===== src/sv/rto_pkg.sv =====
// Shared constants, codes and types for the range table overlap engine.
`default_nettype none
package rto_pkg;

    localparam int ENTRIES   = 64;
    localparam int IDX_W     = $clog2(ENTRIES);
    localparam int CNT_W     = $clog2(ENTRIES + 1);
    localparam int OP_W      = 3;
    localparam int ADDR_W    = 64;
    localparam int TAG_W     = 32;
    localparam int STATUS_W  = 2;
    localparam int S_DATA_W  = 168;
    localparam int M_DATA_W  = 176;

    localparam logic [OP_W-1:0] OP_INSERT  = 3'd0;
    localparam logic [OP_W-1:0] OP_DELETE  = 3'd1;
    localparam logic [OP_W-1:0] OP_CONTAIN = 3'd2;
    localparam logic [OP_W-1:0] OP_OVERLAP = 3'd3;
    localparam logic [OP_W-1:0] OP_FIRST   = 3'd4;

    localparam logic [STATUS_W-1:0] ST_OK      = 2'd0;
    localparam logic [STATUS_W-1:0] ST_CLASH   = 2'd1;
    localparam logic [STATUS_W-1:0] ST_MISSING = 2'd2;
    localparam logic [STATUS_W-1:0] ST_FULL    = 2'd3;

    // Match rule the back end applies to each slot during its scan
    localparam logic [2:0] MODE_NONE    = 3'd0;
    localparam logic [2:0] MODE_INSERT  = 3'd1;
    localparam logic [2:0] MODE_DELETE  = 3'd2;
    localparam logic [2:0] MODE_CONTAIN = 3'd3;
    localparam logic [2:0] MODE_OVERLAP = 3'd4;
    localparam logic [2:0] MODE_ANY     = 3'd5;

    typedef struct packed {
        logic [2:0]        mode;
        logic [ADDR_W-1:0] offset;
        logic [ADDR_W-1:0] length;
        logic [TAG_W-1:0]  tag;
    } cmd_t;

    typedef struct packed {
        logic [STATUS_W-1:0] status;
        logic [ADDR_W-1:0]   hit_start;
        logic [ADDR_W-1:0]   hit_length;
        logic [TAG_W-1:0]    hit_tag;
        logic [CNT_W-1:0]    entry_count;
    } rsp_t;

endpackage
`default_nettype wire


===== src/sv/rto_queue.sv =====
// Two-entry command queue between front and back end.
`default_nettype none
module rto_queue
    import rto_pkg::*;
(
    input  wire logic aclk,
    input  wire logic aresetn,
    input  wire logic push,
    input  cmd_t      push_cmd,
    output logic      full,
    input  wire logic pop,
    output cmd_t      pop_cmd,
    output logic      empty
);

    cmd_t       q_reg [2];
    logic       wr_ptr_reg, wr_ptr_next;
    logic       rd_ptr_reg, rd_ptr_next;
    logic [1:0] cnt_reg, cnt_next;

    assign full    = (cnt_reg == 2'd2);
    assign empty   = (cnt_reg == 2'd0);
    assign pop_cmd = q_reg[rd_ptr_reg];

    // Advance pointers and fill level
    always_comb begin
        wr_ptr_next = wr_ptr_reg ^ push;
        rd_ptr_next = rd_ptr_reg ^ pop;
        cnt_next    = cnt_reg + {1'b0, push} - {1'b0, pop};
    end

    always_ff @(posedge aclk) begin
        if (!aresetn) begin
            wr_ptr_reg <= 1'b0;
            rd_ptr_reg <= 1'b0;
            cnt_reg    <= 2'd0;
        end else begin
            wr_ptr_reg <= wr_ptr_next;
            rd_ptr_reg <= rd_ptr_next;
            cnt_reg    <= cnt_next;
        end
    end

    // Hold queued payload
    always_ff @(posedge aclk) begin
        if (push) begin
            q_reg[wr_ptr_reg] <= push_cmd;
        end
    end

endmodule
`default_nettype wire


===== config.mk =====
export PLATFORM = sky130hd
export DESIGN_NAME = rto_queue
export DESIGN_NICKNAME = d
export VERILOG_FILES = /design/src/sv/rto_pkg.sv /design/src/sv/rto_queue.sv
export SDC_FILE = /design/constraint.sdc
export NUM_CORES = 1
export LEC_CHECK = 0
export BUFFER_PORTS_ARGS = -buffer_cell sky130_fd_sc_hd__buf_4
export CELL_PAD_IN_SITES_DETAIL_PLACEMENT = 2
export CELL_PAD_IN_SITES_GLOBAL_PLACEMENT = 2
export CORE_MARGIN = 8
export CORE_UTILIZATION = 30
export CTS_CLUSTER_DIAMETER = 100
export CTS_CLUSTER_SIZE = 24
export DETAILED_ROUTE_END_ITERATION = 16
export GPL_TIMING_DRIVEN = 0
export PLACE_DENSITY_LB_ADDON = 0.1
export SLEW_MARGIN = 5
export SYNTH_ARGS = -nofsm -noshare
export SYNTH_HDL_FRONTEND = slang
export SYNTH_SLANG_ARGS = --single-unit

===== constraint.sdc =====
create_clock -name aclk -period 16.5 [get_ports aclk]
set_input_delay 3.3 -clock aclk [delete_from_list [all_inputs] [get_ports aclk]]
set_output_delay 3.3 -clock aclk [all_outputs]
set_load 0.02 [all_outputs]

======== Word level (Yosys, flattened, before mapping) ========
Memory sizes are Yosys's and may differ from the RTL's. A register that Yosys moved wholly into a read port is not among the register bits.
Index checks and enable logic that the tools add are counted.
word-level totals
  input bits .............................. 167
  latch bits .............................. 0
  bits in writable memories ............... 326
  register bits after elaboration ......... 4
  memory bits (read-only) ................. 0
  memories kept ........................... 1
memory list
  memory  depth  bits a word  rd ports  clocked after Yosys merged registers in  wr ports  RTL line         source
  q_reg   2      163          1         1                                        1         rto_queue.sv:16  cmd_t q_reg [2];
operators by class
  multipliers ............................. 0
  add/subtract/negate cells ............... 2
  bitwise logic cells ..................... 2
  divide/modulo/power cells ............... 0
  reduce and logical (&&, ||, !) cells .... 1
  eq/ne operators ......................... 1
  shifts and indexed selects .............. 0
  $lt $le $gt $ge ......................... 0
  multiplexer cells ....................... 3
operators by type and width
  kind                                   count
  two-way mux 1 bit                      3
  adder 2 x 1 -> 2 bit                   1
  == test 2 bit (second input constant)  1
  zero test 2 bit                        1
  subtractor 2 x 1 -> 2 bit              1
  XOR 1 bit                              2

======== Logic depth before layout (Yosys ltp) ========
Gate-level depths: netlist of run 1.
  depth after elaboration ................. 2
  gate-level depth with buffers ........... 6
  mapped depth without buffers ............ 6

======== Worst setup path before layout of run 1 ========
OpenSTA, ideal clock, no wires.
  path type ............................... input to register
  from .................................... input push
  to ...................................... memory q_reg[0][0] in the netlist's numbering (enable)
  setup time .............................. 544 ps
  buffers on the path ..................... 0
  stages on the path ...................... 1
  path slack .............................. 8864 ps
  data arrival time ....................... 7093 ps
  cell sequence ........................... ha_1
between the ends
  word-level cells in the longest chain between the ends .. 2
ends and longest elaborated chain
  what                                     RTL line         source
  start, declared                          rto_queue.sv:8   input wire logic push,
  two-way mux 1 bit                        rto_queue.sv:46  if (push) begin
  two-way mux 1 bit (not written as such)  rto_queue.sv:47  q_reg[wr_ptr_reg] <= push_cmd;
  end, declared                            rto_queue.sv:16
Every way passes these cells.

==> results of run 1 <==
metrics by stage:
stage | utilization [%] | hold slack [ns]
4_1_cts | 39.39 | 0.6081
6_report | 39.39 | 0.6030
5_1_grt | 39.39 | 0.6168
2_1_floorplan | - | 0.5215
3_5_place_dp | 38.27 | 0.5822
3_3_place_gp | 37.93 | 0.5343
final cells by class:
| class | instances | area [sq um] | area share [%] |
|---|---|---|---|
| flip-flops and latches | 331 | 9889 | 61.77 |
| repair buffers | 335 | 2595 | 16.21 |
| multi-input cells | 176 | 2246 | 14.03 |
| well taps | 532 | 665.6 | 4.158 |
| clock buffers | 23 | 447.9 | 2.798 |
| plain buffers | 18 | 146.4 | 0.9144 |
| inverters | 3 | 11.26 | 0.07034 |
| clock inverters | 1 | 7.507 | 0.04689 |
worst min-delay path by stage:
stage,startpoint,end,slack (ns),cells past startpoint
final,rd_ptr_reg,flop,0.60,2
after global routing,rd_ptr_reg,flop,0.62,2
after CTS,rd_ptr_reg,flop,0.61,2
after detailed placement,rd_ptr_reg,rd_ptr_reg,0.58,2
after global placement,wr_ptr_reg,wr_ptr_reg,0.53,3
after floorplan,wr_ptr_reg,wr_ptr_reg,0.52,3
Yosys cell counts:
cell,instances
and2_1,3
buf_2,9
buf_6,9
dfxtp_1,5
edfxtp_1,326
ha_1,4
inv_1,3
mux2_2,93
mux2_4,70
nor2_1,1
nor2b_1,3
xnor3_1,1
xor2_1,1
worst max-delay path, delay by kind of cell, from the launching register on:
kind                   cells  cell delay [ns]
buffers and inverters      4             0.76
DFF                        1             0.34
muxes                      1             0.31
cells by family (layout without fill, tap and decap cells):
family / count (synthesis) / count (layout) / share of synthesized area [%]
flops: 331 / 331 / 80.61
mux: 163 / 163 / 17.10
buf+inv: 21 / 380 / 1.285
simple gates: 7 / 7 / 0.3366
fa+ha+maj: 4 / 4 / 0.4080
xor+xnor: 2 / 2 / 0.2550
power by group through the flow:
stage	clock network, mW	logic [mW]	registers [mW]
after detailed placement	0	0.317	1.01
after global placement	0	0.305	1.02
final	0.444	0.308	0.993
after global routing	0.493	0.329	0.998
after floorplan	0	0.168	1.02
after CTS	0.471	0.318	0.994
layer usage:
| metal | up-vias | global-route usage (%) |
|---|---|---|
| met3 | 28 | 3.733 |
| met4 | 6 | 2.351 |
| li1 | 2780 | - |
| met2 | 158 | 23.36 |
| met5 | - | 0 |
| met1 | 3088 | 13.59 |
==> impl_summary.txt, run 1 <==
----------------------------------------------------
[Final layout]
  Layout net count ... 1053
  Post-route non-filler standard cell count ... 1419
  Max FFs per register ... between 300 and 400
  Fraction of final layout cells sized beyond drive strength 1 ... 60.43%
  Commonest cells after routing, fill and taps aside ... buf_4 (331), edfxtp_1 (326), mux2_2 (93)
  Most common cell after layout, fill and taps aside ... buf_4
  Ant diodes ... 0
  Number of fill cells ... 3904
  Layout overhead on the synthesized area ... 30.49%
  Finished Cell Area ... roughly 0.016 sq mm

[Detailed routing]
  Met3 Routed Length ... 2096 um
  Routed wire length ... 30950 um
  Top routing layer in use ... met5
  Mean number of vias per cell ... 4.271
  Number of remaining DRC errors ... 0
  Total via count in the routed design ... 6060
  Amount of wire on met2 after detailed routing ... 16770 um
  Average detailed-routed wire length per instance ... 21.81 um
  Routed length on met1 ... 11640 um
  Drt initial violations ... 196
  Number of nets with antenna violations after detailed routing ... 0
  Pre-Repair DR Iteration Count ... 4

[Pwr]
  Pwr Total ... 1.745 mW
  Combinational fraction of design power ... between 15 and 20%
  LEAKAGE ... roughly 6.0 nW
  Portion of total power attributed to sequential cells ... 56.9%
  Cell internal pwr ... 1.321 mW
  Switching share of total power ... 24.31%
  Clk network pwr share ... 25.4%
  Worst IR Drop VDD ... roughly 0.065 mV
  Power density over cell area ... 109.0 mW/mm^2
  Net Sw Power ... 0.4243 mW

[Worst setup path]
  Startpoint of the lowest-slack register-to-register path ... wr_ptr_reg
  Data arrival time of the worst path ... 1.94 ns
  Required time of the worst setup path ... 13.20 ns
  Category of the worst setup path launch point ... flop
  CP Capture Type ... output pin
  Critical path class ... flop to output pin
  Capturing element of the worst setup path ... pop_cmd[118]
  Slowest library cell on the worst path ... dfxtp_1
  R2r endpoint ... q_reg[0][127]
  Largest fanout on the critical path ... 10
  CP most frequent cell ... buf_6
  Worst Reg-to-Reg Cells ... 3
  Cell Chain, Critical Path ... buf_6 > buf_6 > buf_6 > mux2_4 > buf_4
  Internal reg-to-reg setup slack ... 14.59 ns
  Critical Path Max Stage Delay ... 0.34 ns

[Timing]
  Fin. Hold Viols ... 0
  Number of slew-limit violations in the final report ... 0
  Setup skew after layout ... 0.01865 ns
  Final worst path period need ... around 5.2 ns
  RSZ-0062 raised after global routing ... false
  Slack of the critical path ... 11.26 ns
  Final setup violation count ... 0
  Relative slew slack ... between 30% and 40%
  Transition time at the pin with the least slew margin ... 0.9072 ns
  Final cycle utilization of the critical path ... 31.73%
  Maximum clock frequency ... 0.1910 GHz
  Total negative setup slack ... 0 ns

[Global route]
  Largest net degree at the start of global routing ... 60
  Number of global-route vias before repair ... 7055
  Global router's overall resource usage ... around 12%
  First-pass GRT wire length ... between 40000 and 50000 um
  Aggregate global routing overflow ... 0
  Antenna violations before repair ... 3

[Die]
  Core outline area ... 0.04065 sq mm
  Y dimension of the die ... ~220 um
  Top Ports ... 332
  Die width ... 218.2 um
  # rows ... 74
  Total Die Area ... 0.04762 sq mm
  Initial core utilization ... 30.18%

[Placement]
  Routability-driven placement congestion ratio ... 0.7216
  Sum of net half-perimeters after detailed placement ... between 20000 and 25000 um
  DP Area ... 0.01555 sq mm
  Setup WS pre-CTS ... 11.49 ns
  Number of placed cells counting well taps ... between 1000 and 1500
  Count of input and output buffers ... 331

[Synth]
  Count of mapped cells out of synthesis ... 528
  Post-synthesis sequential element count ... 331
  Synth top area cells ... edfxtp_1 (80%), mux2_4 (8.6%), mux2_2 (8.5%)
  Synth Net Count ... 699
  Total number of yosys warnings ... 0
  Cell type contributing the most total cell area after synthesis ... edfxtp_1
  Top cell type's share of synthesized area ... 79.80%
  Cell area after synthesis ... 0.01227 sq mm
  Seq/Total Area, Yosys ... 80.61%
  Average footprint of a synthesized cell ... approximately 23 sq um
  Post-synth cell types ... 13

[Clock tree]
  TritonCTS clock tree ... yes
  Master cell of the clock root buffer ... clkbuf_16
  Count of cells resized by post-cts repair ... 0
  Number of buffers added by the clock tree synthesis step ... 17
  Clk pin slew, worst setup/hold paths ... 0.10 ns
  Sinks on Clock Net ... between 300 and 400
  Post-CTS Setup Repair Bufs ... 0
  Hold-fix buffer count after cts ... 0
  Maximum level of the CTS H-tree ... 1
  Skew-Pair Late Insertion Delay ... 0.51 ns
  Maximum root-to-sink buffer count ... 3

[Run status]
  Outcome ... completed

[Flow run]
  Max cap viols ... 0

[Min path]
  Worst min path class ... flop to flop

----------------------------------------------------
Power figures use the tool's default switching activity.
==> run 2, diff against run 1 <==
Clock period 16.5 ns to 4.74 ns, I/O delays scaled along.
==> impl_summary.txt, run 2 (synthesis gave the netlist of run 1 again) <==
----------------------------------------------------
[Run status]
  Outcome ... completed

[Placement]
  Routability-driven placement congestion ratio ... roughly 0.74
  Sum of net half-perimeters after detailed placement ... 23240 um
  DP Area ... 0.01561 sq mm
  Count of input and output buffers ... ~330

[Worst setup path]
  Slowest library cell on the worst path ... dfxtp_1
  Data arrival time of the worst path ... 1.95 ns
  Critical path class ... flop to output pin
  Category of the worst setup path launch point ... flop
  Kind of cell adding the most delay to the critical path ... buffers and inverters
  CP most frequent cell ... buf_6
  CP Capture Type ... output pin
  Required time of the worst setup path ... 3.79 ns
  Cell Chain, Critical Path ... buf_6 > buf_6 > buf_6 > mux2_4 > buf_4
  Internal reg-to-reg setup slack ... roughly 3.0 ns
  Critical Path Max Stage Delay ... 0.34 ns
  WP buf/inv ... 4
  Largest fanout on the critical path ... 10

[Timing]
  Fin. Hold Viols ... 0
  Relative slew slack ... 77.97%
  Setup skew after layout ... 0.01500 ns
  Post-route worst hold slack ... 0.5937 ns
  Maximum clock frequency ... between 0.3 and 0.4 GHz
  Final worst path period need ... 2.894 ns
  Total negative setup slack ... 0 ns
  Final setup violation count ... 0
  Number of slew-limit violations in the final report ... 0
  RSZ-0062 raised after global routing ... false
  Transition time at the pin with the least slew margin ... between 0.3 and 0.4 ns
  Final cycle utilization of the critical path ... 61.05%

[Detailed routing]
  Average detailed-routed wire length per instance ... 22.05 um
  Number of nets with antenna violations after detailed routing ... 0
  Pre-Repair DR Iteration Count ... 4
  Total via count in the routed design ... 6117
  Drt initial violations ... 240
  Routed wire length ... 31340 um
  Number of remaining DRC errors ... 0
  Mean number of vias per cell ... ~4.3

[Clock tree]
  Clk pin slew, worst setup/hold paths ... 0.10 ns
  Hold-fix buffer count after cts ... 0
  Post-CTS Setup Repair Bufs ... 0
  Maximum root-to-sink buffer count ... 3
  Number of buffers added by the clock tree synthesis step ... 17
  Count of cells resized by post-cts repair ... 0
  Master cell of the clock root buffer ... clkbuf_16
  Maximum level of the CTS H-tree ... 1
  Skew-Pair Late Insertion Delay ... 0.51 ns
  Sinks on Clock Net ... 331
  TritonCTS clock tree ... yes

[Pwr]
  Clk network pwr share ... 25.4%
  Switching share of total power ... 24.34%
  Cell internal pwr ... 4.600 mW
  Net Sw Power ... 1.480 mW
  Worst IR Drop VDD ... 0.2233 mV
  Portion of total power attributed to sequential cells ... a little under three fifths
  LEAKAGE ... about 6.0 nW
  Pwr Total ... 6.080 mW
  Combinational fraction of design power ... 17.8%
  Power density over cell area ... 378.5 mW/mm^2

[Final layout]
  Layout overhead on the synthesized area ... 30.93%
  Layout net count ... 1055
  Area of all sequential standard cells ... around 0.01 sq mm
  Max FFs per register ... 326
  Fraction of final layout cells sized beyond drive strength 1 ... 60.59%
  Number of fill cells ... 3892
  Most common cell after layout, fill and taps aside ... buf_4
  Core utilization of the finished layout ... 39.52%
  Finished Cell Area ... 0.01606 sq mm
  Area of combinational cells with multiple inputs ... 0.002246 sq mm
  Commonest cells after routing, fill and taps aside ... buf_4 (331), edfxtp_1 (326), mux2_2 (93)

[Flow run]
  Max cap viols ... 0

[Global route]
  Aggregate global routing overflow ... 0
  Global router's overall resource usage ... 12.54%
  First-pass GRT wire length ... 45050 um
  Number of global-route vias before repair ... around 7100
  Largest net degree at the start of global routing ... 57
  Antenna violations before repair ... 4

[Min path]
  Worst min path class ... flop to flop

[Die]
  Y dimension of the die ... 218.2 um
  Total Die Area ... 0.04762 sq mm
  Top Ports ... 332
  # rows ... 74
  Core outline area ... ~0.041 sq mm
  Initial core utilization ... 30.18%
  Die width ... 218.2 um

----------------------------------------------------
## run 2: cell count changes in the layout (fill, tap and decap cells not counted)
cell	delta
clkbuf_1	-1
buf_16	+2
diode_2	+1
## run 2: area by class of cell
cell class | count | area share (%)
diodes | 1 | 0.01558
plain buffers | 18 | 0.9114
clock buffers | 22 | 2.765
clock inverters | 1 | 0.04674
inverters | 3 | 0.07010
multi-input cells | 176 | 13.98
flip-flops and latches | 331 | 61.57
well taps | 532 | 4.144
repair buffers | 337 | 16.50
## run 2: power by group through the flow
stage	Combinational [mW]	Clock, mW	Sequential [mW]
after global placement	1.06	0	3.54
after CTS	1.12	1.64	3.46
after global routing	1.15	1.71	3.47
after floorplan	0.586	0	3.52
after detailed placement	1.11	0	3.53
final	1.08	1.54	3.46
## run 2: path summary, 6_finish.rpt
check,from,end,cells past startpoint
worst max-delay path,flop,pop_cmd[124],5
worst min-delay path,rd_ptr_reg,flop,2
worst max register to register,wr_ptr_reg,q_reg[0][57],4
worst min register to register,rd_ptr_reg,flop,2
## run 2: per-layer routing
metal / track usage, % / share of wire, % / up-vias
li1: - / - / 2781
met1: 13.69 / 37 / 3125
met2: 23.20 / 53 / 174
met3: 4.479 / 7.9 / 31
met4: 2.418 / 1.8 / 6
met5: 0 / 0.13 / -
## run 2: worst min-delay path, cell delays in order, from the launching register on
cell and delay [ns]:
dfxtp_1 0.34, xor2_1 0.07, and2_1 0.15
## run 2: metrics by stage
step           setup WS (ns)  std cells
6_report               1.846       1421
3_5_place_dp           2.295       1397
5_1_grt                1.725       1421
3_3_place_gp        -0.04044       1391
2_1_floorplan          1.249        528
4_1_cts                1.740       1420
